===== src/tfhd_pkg.sv =====
// Shared types and constants for the length-prefixed frame header deframer.
package tfhd_pkg;

	typedef enum logic [1:0] {
		KIND_HEADER      = 2'd0,
		KIND_PAYLOAD     = 2'd1,
		KIND_BAD_HDR_LEN = 2'd2,
		KIND_BAD_PKT_LEN = 2'd3
	} kind_t;

	typedef struct packed {
		logic        emit;
		kind_t       kind;
		logic [15:0] version;
		logic [31:0] cmd_id;
		logic [31:0] seq_no;
		logic [31:0] payload_len;
		logic [7:0]  data_byte;
		logic        last_of_frame;
	} result_t;

	localparam int unsigned PHASE_W = 5;

	// Byte positions within a frame
	localparam logic [PHASE_W-1:0] PH_PKT_END   = 5'd3;
	localparam logic [PHASE_W-1:0] PH_HDR_FIRST = 5'd4;
	localparam logic [PHASE_W-1:0] PH_HDR_LAST  = 5'd5;
	localparam logic [PHASE_W-1:0] PH_VER_END   = 5'd7;
	localparam logic [PHASE_W-1:0] PH_CMD_END   = 5'd11;
	localparam logic [PHASE_W-1:0] PH_SEQ_END   = 5'd15;
	localparam logic [PHASE_W-1:0] PH_PAYLOAD   = 5'd16;
	localparam logic [PHASE_W-1:0] PH_START     = 5'd0;
	localparam logic [PHASE_W-1:0] PH_SECOND    = 5'd1;

	localparam logic [15:0] HDR_LEN_OK  = 16'd10;
	localparam logic [31:0] MIN_PKT_LEN = 32'd12;

endpackage


===== src/tcp_frame_header_deframer_core.sv =====
// Top level of the length-prefixed frame header deframer.
// Datapath: each byte is held in the input register, the parser forms its result
// combinationally, and the result register loads that result.
// Throughput: one byte per cycle; the input register moves on whenever the
// result register is empty or being taken in the same cycle.
// Reset: arst_n clears the byte phase, field registers and both valid flags.
module tcp_frame_header_deframer_core (
	input  logic        clk,
	input  logic        arst_n,
	input  logic        in_valid,
	output logic        in_stall,
	input  logic [7:0]  rx_byte,
	output logic        out_valid,
	input  logic        out_stall,
	output logic [1:0]  kind,
	output logic [15:0] version,
	output logic [31:0] cmd_id,
	output logic [31:0] seq_no,
	output logic [31:0] payload_len,
	output logic [7:0]  data_byte,
	output logic        last_of_frame
);

	logic              in_valid_s1;
	logic [7:0]        rx_byte_s1;
	logic              out_valid_q;
	tfhd_pkg::result_t res;
	tfhd_pkg::result_t res_q;
	logic              out_free;
	logic              step;

	assign out_free = !out_valid_q || !out_stall;
	assign step     = in_valid_s1 && out_free;
	assign in_stall = in_valid_s1 && !out_free;

	always_ff @(posedge clk or negedge arst_n) begin
		if (!arst_n) begin
			in_valid_s1 <= 1'b0;
		end else if (!in_stall) begin
			in_valid_s1 <= in_valid;
		end
	end

	always_ff @(posedge clk) begin
		if (!in_stall && in_valid) begin
			rx_byte_s1 <= rx_byte;
		end
	end

	tfhd_parse u_parse (
		.clk        (clk),
		.arst_n     (arst_n),
		.step       (step),
		.rx_byte_s1 (rx_byte_s1),
		.res        (res)
	);

	always_ff @(posedge clk or negedge arst_n) begin
		if (!arst_n) begin
			out_valid_q <= 1'b0;
		end else if (out_free) begin
			out_valid_q <= res.emit;
		end
	end

	always_ff @(posedge clk) begin
		if (out_free && res.emit) begin
			res_q <= res;
		end
	end

	assign out_valid     = out_valid_q;
	assign kind          = res_q.kind;
	assign version       = res_q.version;
	assign cmd_id        = res_q.cmd_id;
	assign seq_no        = res_q.seq_no;
	assign payload_len   = res_q.payload_len;
	assign data_byte     = res_q.data_byte;
	assign last_of_frame = res_q.last_of_frame;

`ifndef NO_ASSERTIONS
	a_err_is_last: assert property (@(posedge clk) disable iff (!arst_n)
		out_valid_q && (res_q.kind == tfhd_pkg::KIND_BAD_HDR_LEN ||
		res_q.kind == tfhd_pkg::KIND_BAD_PKT_LEN) |-> res_q.last_of_frame)
		else $error("error result without end of frame");

	a_err_no_len: assert property (@(posedge clk) disable iff (!arst_n)
		out_valid_q && (res_q.kind == tfhd_pkg::KIND_BAD_HDR_LEN ||
		res_q.kind == tfhd_pkg::KIND_BAD_PKT_LEN) |-> res_q.payload_len == 32'd0)
		else $error("error result carries a payload length");

	a_empty_hdr_last: assert property (@(posedge clk) disable iff (!arst_n)
		out_valid_q && res_q.kind == tfhd_pkg::KIND_HEADER &&
		res_q.payload_len == 32'd0 |-> res_q.last_of_frame)
		else $error("empty frame header not marked last");

	a_no_stall_when_empty: assert property (@(posedge clk) disable iff (!arst_n)
		!out_valid_q |-> !in_stall)
		else $error("input stalled with an empty result register");
`endif

endmodule


===== src/tfhd_parse.sv =====
// Frame parser: field accumulators, byte phase and the result for the current byte.
module tfhd_parse (
	input  logic               clk,
	input  logic               arst_n,
	input  logic               step,
	input  logic [7:0]         rx_byte_s1,
	output tfhd_pkg::result_t  res
);

	logic [tfhd_pkg::PHASE_W-1:0] ph_q, ph_d;
	logic [31:0] pkt_q, pkt_d;
	logic [15:0] hdr_q, hdr_d;
	logic [15:0] ver_q, ver_d;
	logic [31:0] cmd_q, cmd_d;
	logic [31:0] seq_q, seq_d;
	logic [31:0] plen_q, plen_d;
	logic [31:0] rem_q, rem_d;
	logic [15:0] hdr_new;
	logic [31:0] seq_new;

	assign hdr_new = {hdr_q[7:0], rx_byte_s1};
	assign seq_new = {seq_q[23:0], rx_byte_s1};

	always_comb begin
		ph_d   = ph_q;
		pkt_d  = pkt_q;
		hdr_d  = hdr_q;
		ver_d  = ver_q;
		cmd_d  = cmd_q;
		seq_d  = seq_q;
		plen_d = plen_q;
		rem_d  = rem_q;
		res    = '0;
		res.kind = tfhd_pkg::KIND_HEADER;

		// A field register shifts in one byte at a time; after its last byte
		// every older bit has been pushed out.
		if (ph_q <= tfhd_pkg::PH_PKT_END || ph_q > tfhd_pkg::PH_PAYLOAD) begin
			pkt_d = {pkt_q[23:0], rx_byte_s1};
			ph_d  = (ph_q > tfhd_pkg::PH_PAYLOAD) ? tfhd_pkg::PH_SECOND
				: tfhd_pkg::PHASE_W'(ph_q + 5'd1);
		end else if (ph_q == tfhd_pkg::PH_HDR_FIRST) begin
			hdr_d = hdr_new;
			ph_d  = tfhd_pkg::PH_HDR_LAST;
		end else if (ph_q == tfhd_pkg::PH_HDR_LAST) begin
			hdr_d  = hdr_new;
			plen_d = pkt_q - tfhd_pkg::MIN_PKT_LEN;
			if (hdr_new != tfhd_pkg::HDR_LEN_OK) begin
				ph_d              = tfhd_pkg::PH_START;
				res.emit          = 1'b1;
				res.kind          = tfhd_pkg::KIND_BAD_HDR_LEN;
				res.last_of_frame = 1'b1;
			end else if (pkt_q < tfhd_pkg::MIN_PKT_LEN) begin
				ph_d              = tfhd_pkg::PH_START;
				res.emit          = 1'b1;
				res.kind          = tfhd_pkg::KIND_BAD_PKT_LEN;
				res.last_of_frame = 1'b1;
			end else begin
				ph_d = tfhd_pkg::PHASE_W'(ph_q + 5'd1);
			end
		end else if (ph_q <= tfhd_pkg::PH_VER_END) begin
			ver_d = {ver_q[7:0], rx_byte_s1};
			ph_d  = tfhd_pkg::PHASE_W'(ph_q + 5'd1);
		end else if (ph_q <= tfhd_pkg::PH_CMD_END) begin
			cmd_d = {cmd_q[23:0], rx_byte_s1};
			ph_d  = tfhd_pkg::PHASE_W'(ph_q + 5'd1);
		end else if (ph_q < tfhd_pkg::PH_SEQ_END) begin
			seq_d = seq_new;
			ph_d  = tfhd_pkg::PHASE_W'(ph_q + 5'd1);
		end else if (ph_q == tfhd_pkg::PH_SEQ_END) begin
			seq_d             = seq_new;
			rem_d             = plen_q;
			res.emit          = 1'b1;
			res.kind          = tfhd_pkg::KIND_HEADER;
			res.version       = ver_q;
			res.cmd_id        = cmd_q;
			res.seq_no        = seq_new;
			res.payload_len   = plen_q;
			res.last_of_frame = (plen_q == 32'd0);
			ph_d = (plen_q == 32'd0) ? tfhd_pkg::PH_START : tfhd_pkg::PH_PAYLOAD;
		end else begin
			// payload: count down the bytes still owed
			rem_d             = rem_q - 32'd1;
			res.emit          = 1'b1;
			res.kind          = tfhd_pkg::KIND_PAYLOAD;
			res.version       = ver_q;
			res.cmd_id        = cmd_q;
			res.seq_no        = seq_q;
			res.payload_len   = plen_q;
			res.data_byte     = rx_byte_s1;
			res.last_of_frame = (rem_q == 32'd1);
			ph_d = (rem_q == 32'd1) ? tfhd_pkg::PH_START : tfhd_pkg::PH_PAYLOAD;
		end

		if (!step) begin
			res.emit = 1'b0;
		end
	end

	always_ff @(posedge clk or negedge arst_n) begin
		if (!arst_n) begin
			ph_q   <= tfhd_pkg::PH_START;
			pkt_q  <= '0;
			hdr_q  <= '0;
			ver_q  <= '0;
			cmd_q  <= '0;
			seq_q  <= '0;
			plen_q <= '0;
			rem_q  <= '0;
		end else if (step) begin
			ph_q   <= ph_d;
			pkt_q  <= pkt_d;
			hdr_q  <= hdr_d;
			ver_q  <= ver_d;
			cmd_q  <= cmd_d;
			seq_q  <= seq_d;
			plen_q <= plen_d;
			rem_q  <= rem_d;
		end
	end

endmodule

===== config.mk =====
export PLATFORM = sky130hd
export DESIGN_NAME = tcp_frame_header_deframer_core
export DESIGN_NICKNAME = d
export VERILOG_FILES = /design/src/tfhd_pkg.sv /design/src/tcp_frame_header_deframer_core.sv /design/src/tfhd_parse.sv
export SDC_FILE = /design/constraint.sdc
export NUM_CORES = 1
export LEC_CHECK = 0
export ABC_CLOCK_PERIOD_IN_PS = 7950
export BUFFER_PORTS_ARGS = -buffer_cell sky130_fd_sc_hd__clkbuf_2
export CAP_MARGIN = 40
export CORE_MARGIN = 8
export CORE_UTILIZATION = 52
export DETAILED_ROUTE_END_ITERATION = 6
export PLACE_DENSITY = 0.8
export SETUP_SLACK_MARGIN = 0.3
export SLEW_MARGIN = 40
export SYNTH_ARGS = -nofsm -noshare
export SYNTH_HDL_FRONTEND = slang
export SYNTH_HIERARCHICAL = 1
export SYNTH_SLANG_ARGS = --single-unit
export TNS_END_PERCENT = 5

===== constraint.sdc =====
create_clock -name clk -period 7.95 [get_ports clk]
set_input_delay 1.1925 -clock clk [delete_from_list [all_inputs] [get_ports clk]]
set_output_delay 1.1925 -clock clk [all_outputs]
set_load 0.01 [all_outputs]

# Word-level counts from Yosys, hierarchy flattened
# Cells that the tools add are included.
[classes] n_eq_ne=5 bitwise=6 magnitude_cmp=6 muxes=33 addsub=3 n_reduce_logical=23
[op_table] op="124-bit two-way mux" n=5
[op_table] op="120-bit two-way mux" n=1
[op_table] op="113-bit two-way mux" n=1
[op_table] op="32-bit two-way mux" n=3
[op_table] op="5-bit two-way mux" n=12
[op_table] op="32-bit by 1-bit == test with 1-bit output, second input constant" n=1
[op_table] op="32-bit logical NOT" n=1
[op_table] op="32-bit by 4-bit < comparator with 1-bit output, second input constant" n=1
[op_table] op="32-bit by 1-bit subtractor with 32-bit output, second input constant" n=1
[op_table] op="32-bit by 4-bit subtractor with 32-bit output, second input constant" n=1
[op_table] op="8-bit two-way mux" n=3
[op_table] op="16-bit by 4-bit != test with 1-bit output, second input constant" n=1
[op_table] op="7-bit AND reduction" n=2
[op_table] op="5-bit by 3-bit == test with 1-bit output, second input constant" n=2
[op_table] op="3-bit two-way mux" n=3
[op_table] op="7-bit OR reduction" n=1
[op_table] op="1-bit NOT" n=6
[op_table] op="6-bit AND reduction" n=1
[op_table] op="6-bit OR reduction" n=1
[op_table] op="5-bit by 1-bit adder with 5-bit output, second input constant" n=1
[op_table] op="5-bit by 4-bit == test with 1-bit output, second input constant" n=1
[op_table] op="5-bit greater-than comparator, second input constant" n=1
[op_table] op="5-bit by 2-bit less-or-equal comparator with 1-bit output, second input constant" n=1
[op_table] op="5-bit by 3-bit less-or-equal comparator with 1-bit output, second input constant" n=1
[op_table] op="other kinds (12)" n=24
[word_totals] regBits=322 output_inout_bits=125 input_bits=12 wordCells=94

# Logic depth before layout (Yosys ltp)
[logic_depth] ltp_word=10 depth_mapped=11 ltp_nobuf=8

# Hierarchy
# The synthesis kept the hierarchy.
[modules_own_cells] mod="tfhd_parse" instances=1 cells_each=958 seq_area_each_um2=4729.5 area_each_um2=9947.0
[modules_own_cells] mod="tcp_frame_header_deframer_core" instances=1 cells_each=141 seq_area_each_um2=3983.8 area_each_um2=4032.6

# Worst setup path after synthesis
# Ideal clock, no wire load.
[synth_path] kind="reg2reg" from="register u_parse.pkt_q[19]" to="register res_q, in the netlist cmd_id[0] (enable)" arrival_time_ns=4.824 setup_ns=0.496 period_less_slack_ns=5.320 slack_ns=2.630 path_buffers=0 required_time_ns=7.454 stages_incl_launch_ff=7 path_cell_list="dfrtp_1 -> or4_1 -> nor3_2 -> a41oi_1 -> o21ai_1 -> nor2b_1 -> and2_1"
[synth_rtl] item="start: declaration" line_no="tfhd_parse.sv:11" source="logic [31:0] pkt_q, pkt_d;"
[synth_rtl] item="start signal: assignment" line_no="tfhd_parse.sv:112" source="pkt_q <= pkt_d;"
[synth_rtl] item="end signal: assignment" line_no="tcp_frame_header_deframer_core.sv:68" source="res_q <= res;"
[synth_rtl] item="end: declaration" line_no="tcp_frame_header_deframer_core.sv:28" source="tfhd_pkg::result_t res_q;"

==> summary.txt <==
Setup path
  • Worst-path fanout max: between 70 and 80
  • Critical path type: reg -> reg
  • Crit path to: data_byte[1]
  • R2R Setup Slk: around 3800 ps
  • Startpoint Class: flop
  • Crit path launch: u_parse/pkt_q[10]
  • R2r worst-path depth: 7
  • Crit. End Element: flop
  • CP required: 8080 ps
  • FF-to-FF Start: u_parse/pkt_q[10]
  • Critical register-to-register path endpoint: data_byte[1]
  • Data arrival, critical path: roughly 4300 ps

CTS
  • Cts repair resizes: 0
  • CTS tree: done
  • CTS HTree Levels: 2
  • Insertion delay to the later sink of the worst-skew pair: 510 ps
  • Clock sinks: roughly 320
  • CTS Hold Bufs: 0
  • CTS Buf Count: 34
  • Root Driver: clkbuf_16
  • Max Buffers Root-to-Sink: 3
  • Post-CTS setup buffer count: 0
  • Clock-pin transition on the worst setup and hold timing paths: about 60 ps

Synthesis
  • Avg Inst Size Synth: around 13 sq um
  • Post-synth EDFFs: ~130
  • Cell variety after synth: 64
  • Yosys top cell area share: between 30% and 40%
  • Dominant cell type by area after synthesis: dfrtp_1
  • Ranking of synthesized cells by area: dfrtp_1, edfxtp_1, mux2_2
  • Top_reg_cell synth: dfrtp_1
  • Synth Net Count: between 1000 and 1500
  • Synth warn: 6
  • Synthesized cell area: around 14000 sq um
  • Synth Instances: about 1100
  • Async S/R FF share, synth: approximately 60%
  • Register bit total from synthesis: 322
  • Seq/Total Area, Yosys: just over 60%

Timing
  • Final WS setup: ~3800 ps
  • Crit path time final: 4180 ps
  • Slew @ Worst Pin: roughly 800 ps
  • Highest clock rate: roughly 0.24 GHz
  • Slew Viols, Final: 0
  • Hold Vio Cnt, Final: 0
  • Setup TNS: 0 ps
  • RSZ-0062 raised after global routing: false
  • Max transition margin: between 40% and 50%
  • Hold slack final: 496 ps
  • Final setup vio count: 0
  • Worst Skew: ~18 ps
  • Period Utilization, post-route: between 50% and 60%

Job
  • Max Cap Viol: 0

Layout
  • Most frequent cells in the layout: dfrtp_1, clkbuf_2, edfxtp_1
  • Layout cells sized above 1: about a quarter
  • Layout Nets: around 1200
  • Seq. cell area: about 8700 sq um
  • Commonest non-fill, non-tap cell in the layout: dfrtp_1
  • Multi-input gate area: 5020 sq um
  • Antenna Cells: 0
  • Final core utilization: between 60 and 70%
  • Number of fill cells: ~2000
  • Cell Count, Final, Fillers Out: 1586
  • Cell area after layout: about 16000 sq um
  • Layout area overhead: 15.1%

Global routing
  • Vias in the first global route: about 9200
  • Largest net degree at the start of global routing: ~120
  • Total grt overflow: 0
  • First-pass GRT wire length: roughly 50000 microns
  • Initial antenna violation count: 0
  • Global Route Usage Sum: a little under a fifth

Route
  • DR pass1 iterations: 5
  • WL final: roughly 31000 microns
  • Vias: roughly 9000
  • Wire per inst: around 20 microns
  • Number of routed nets with antenna violations: 0
  • Vias/cell: 5.84
  • Initial DRC Count: ~930
  • DRC viols: 0

Floorplanning
  • Starting density of the core: 52.5%
  • DIE WIDTH: roughly 180 microns
  • Io pins: about 140
  • Core area: 26700 sq um
  • FP Rows: 60
  • Die area: 32400 sq um
  • Die Y: approximately 180 microns

Place
  • Dpl hpwl: ~20000 microns
  • Dpl ws: between 3000 and 4000 ps
  • Final GP Congestion: about 0.86
  • Input/output buffers: approximately 140
  • Dpl cells: roughly 1500
  • Dpl cell area: approximately 15000 sq um

Status
  • Outcome: finished, final reports clean

Min path
  • Hold WC Path Type: reg -> reg

Power
  • PD cells: between 300 and 400 nW/um^2
  • Maximum vdd drop: between 0.15 and 0.2 mV
  • Final Power: ~5.9 mW
  • Pleak: about 6.6 nW
==> worst min-delay path by stage <==
stage               slack (ps)            endpoint                from  depth (start not counted)
detailed placement         480   u_parse/cmd_q[24]   u_parse/cmd_q[24]                          1
global route               510    u_parse/ver_q[9]    u_parse/ver_q[9]                          1
global placement           480   u_parse/cmd_q[26]   u_parse/cmd_q[26]                          1
floorplan                  460  u_parse/plen_q[29]  u_parse/plen_q[29]                          2
CTS                        500    u_parse/ver_q[9]    u_parse/ver_q[9]                          1
finish                     500   u_parse/cmd_q[31]   u_parse/cmd_q[31]                          1
==> routing by layer <==
layer	GRT usage [%]	vias to the layer above	part of all wire (%)
li1	-	4266	-
met3	4.13	70	8.1
met1	25.3	4574	42
met4	6.00	0	2.6
met2	30.1	352	47
met5	0	-	0
==> kinds of logic (layout without fill, tap and decap cells) <==
| family | count (synthesis) | count (layout) | synth area share (%) |
|---|---|---|---|
| fa+ha+maj | 7 | 7 | 0.626 |
| xor+xnor | 28 | 28 | 1.75 |
| mux | 157 | 157 | 12.3 |
| compound gates | 154 | 154 | 7.13 |
| simple gates | 357 | 357 | 13.7 |
| buf+inv | 74 | 220 | 2.11 |
| flops | 322 | 322 | 62.3 |
==> final cells by class <==
class	instances	area share, %
tap	341	2.65
multi-input combinational	703	31.2
sequential	322	54.2
clock inverter	7	0.272
timing repair buffer	149	5.03
clock buffer	53	6.44
inverter	11	0.257
==> where the power goes <==
part | total [mW] | internal, mW | switching (mW)
combinational | 1.58 | 0.695 | 0.889
sequential | 2.80 | 2.30 | 0.507
clock | 1.52 | 0.899 | 0.621
==> flip-flops by register name, summed over array words and instances, names as in the netlist, 2 cells and up <==
signal	cells
u_parse/ver_q	16
version	16
u_parse/rem_q	32
u_parse/seq_q	32
u_parse/pkt_q	32
rx_byte_s1	8
cmd_id	32
data_byte	8
u_parse/cmd_q	32
u_parse/plen_q	32
u_parse/ph_q	5
kind	2
u_parse/hdr_q	8
payload_len	32
seq_no	32
==> Yosys cell counts, types with 5 or more instances <==
cell type	n
a21oi_1	23
a22o_1	7
a22oi_1	6
and2_1	83
and3_1	10
buf_1	5
buf_2	13
clkbuf_1	44
dfrtp_1	191
edfxtp_1	131
ha_1	7
inv_1	10
mux2_2	123
mux2i_1	34
nand2_1	65
nand2b_1	7
nand3_1	12
nand3b_1	5
nand4_1	12
nor2_1	75
nor3_1	23
nor4_1	25
o21a_1	5
o21ai_0	59
o2bb2ai_1	8
o41ai_1	6
or3_1	6
or4_1	10
xnor2_1	5
xor2_1	23
==> worst max-delay path, cell delays in order, from the launching register on <==
cell,delay [ps]
dfrtp_1,440
or4_1,650
nor3_4,530
a41oi_1,290
o21ai_1,390
nor2b_1,210
and2_4,620
buf_6,620
(Power assumes the default switching activity.)
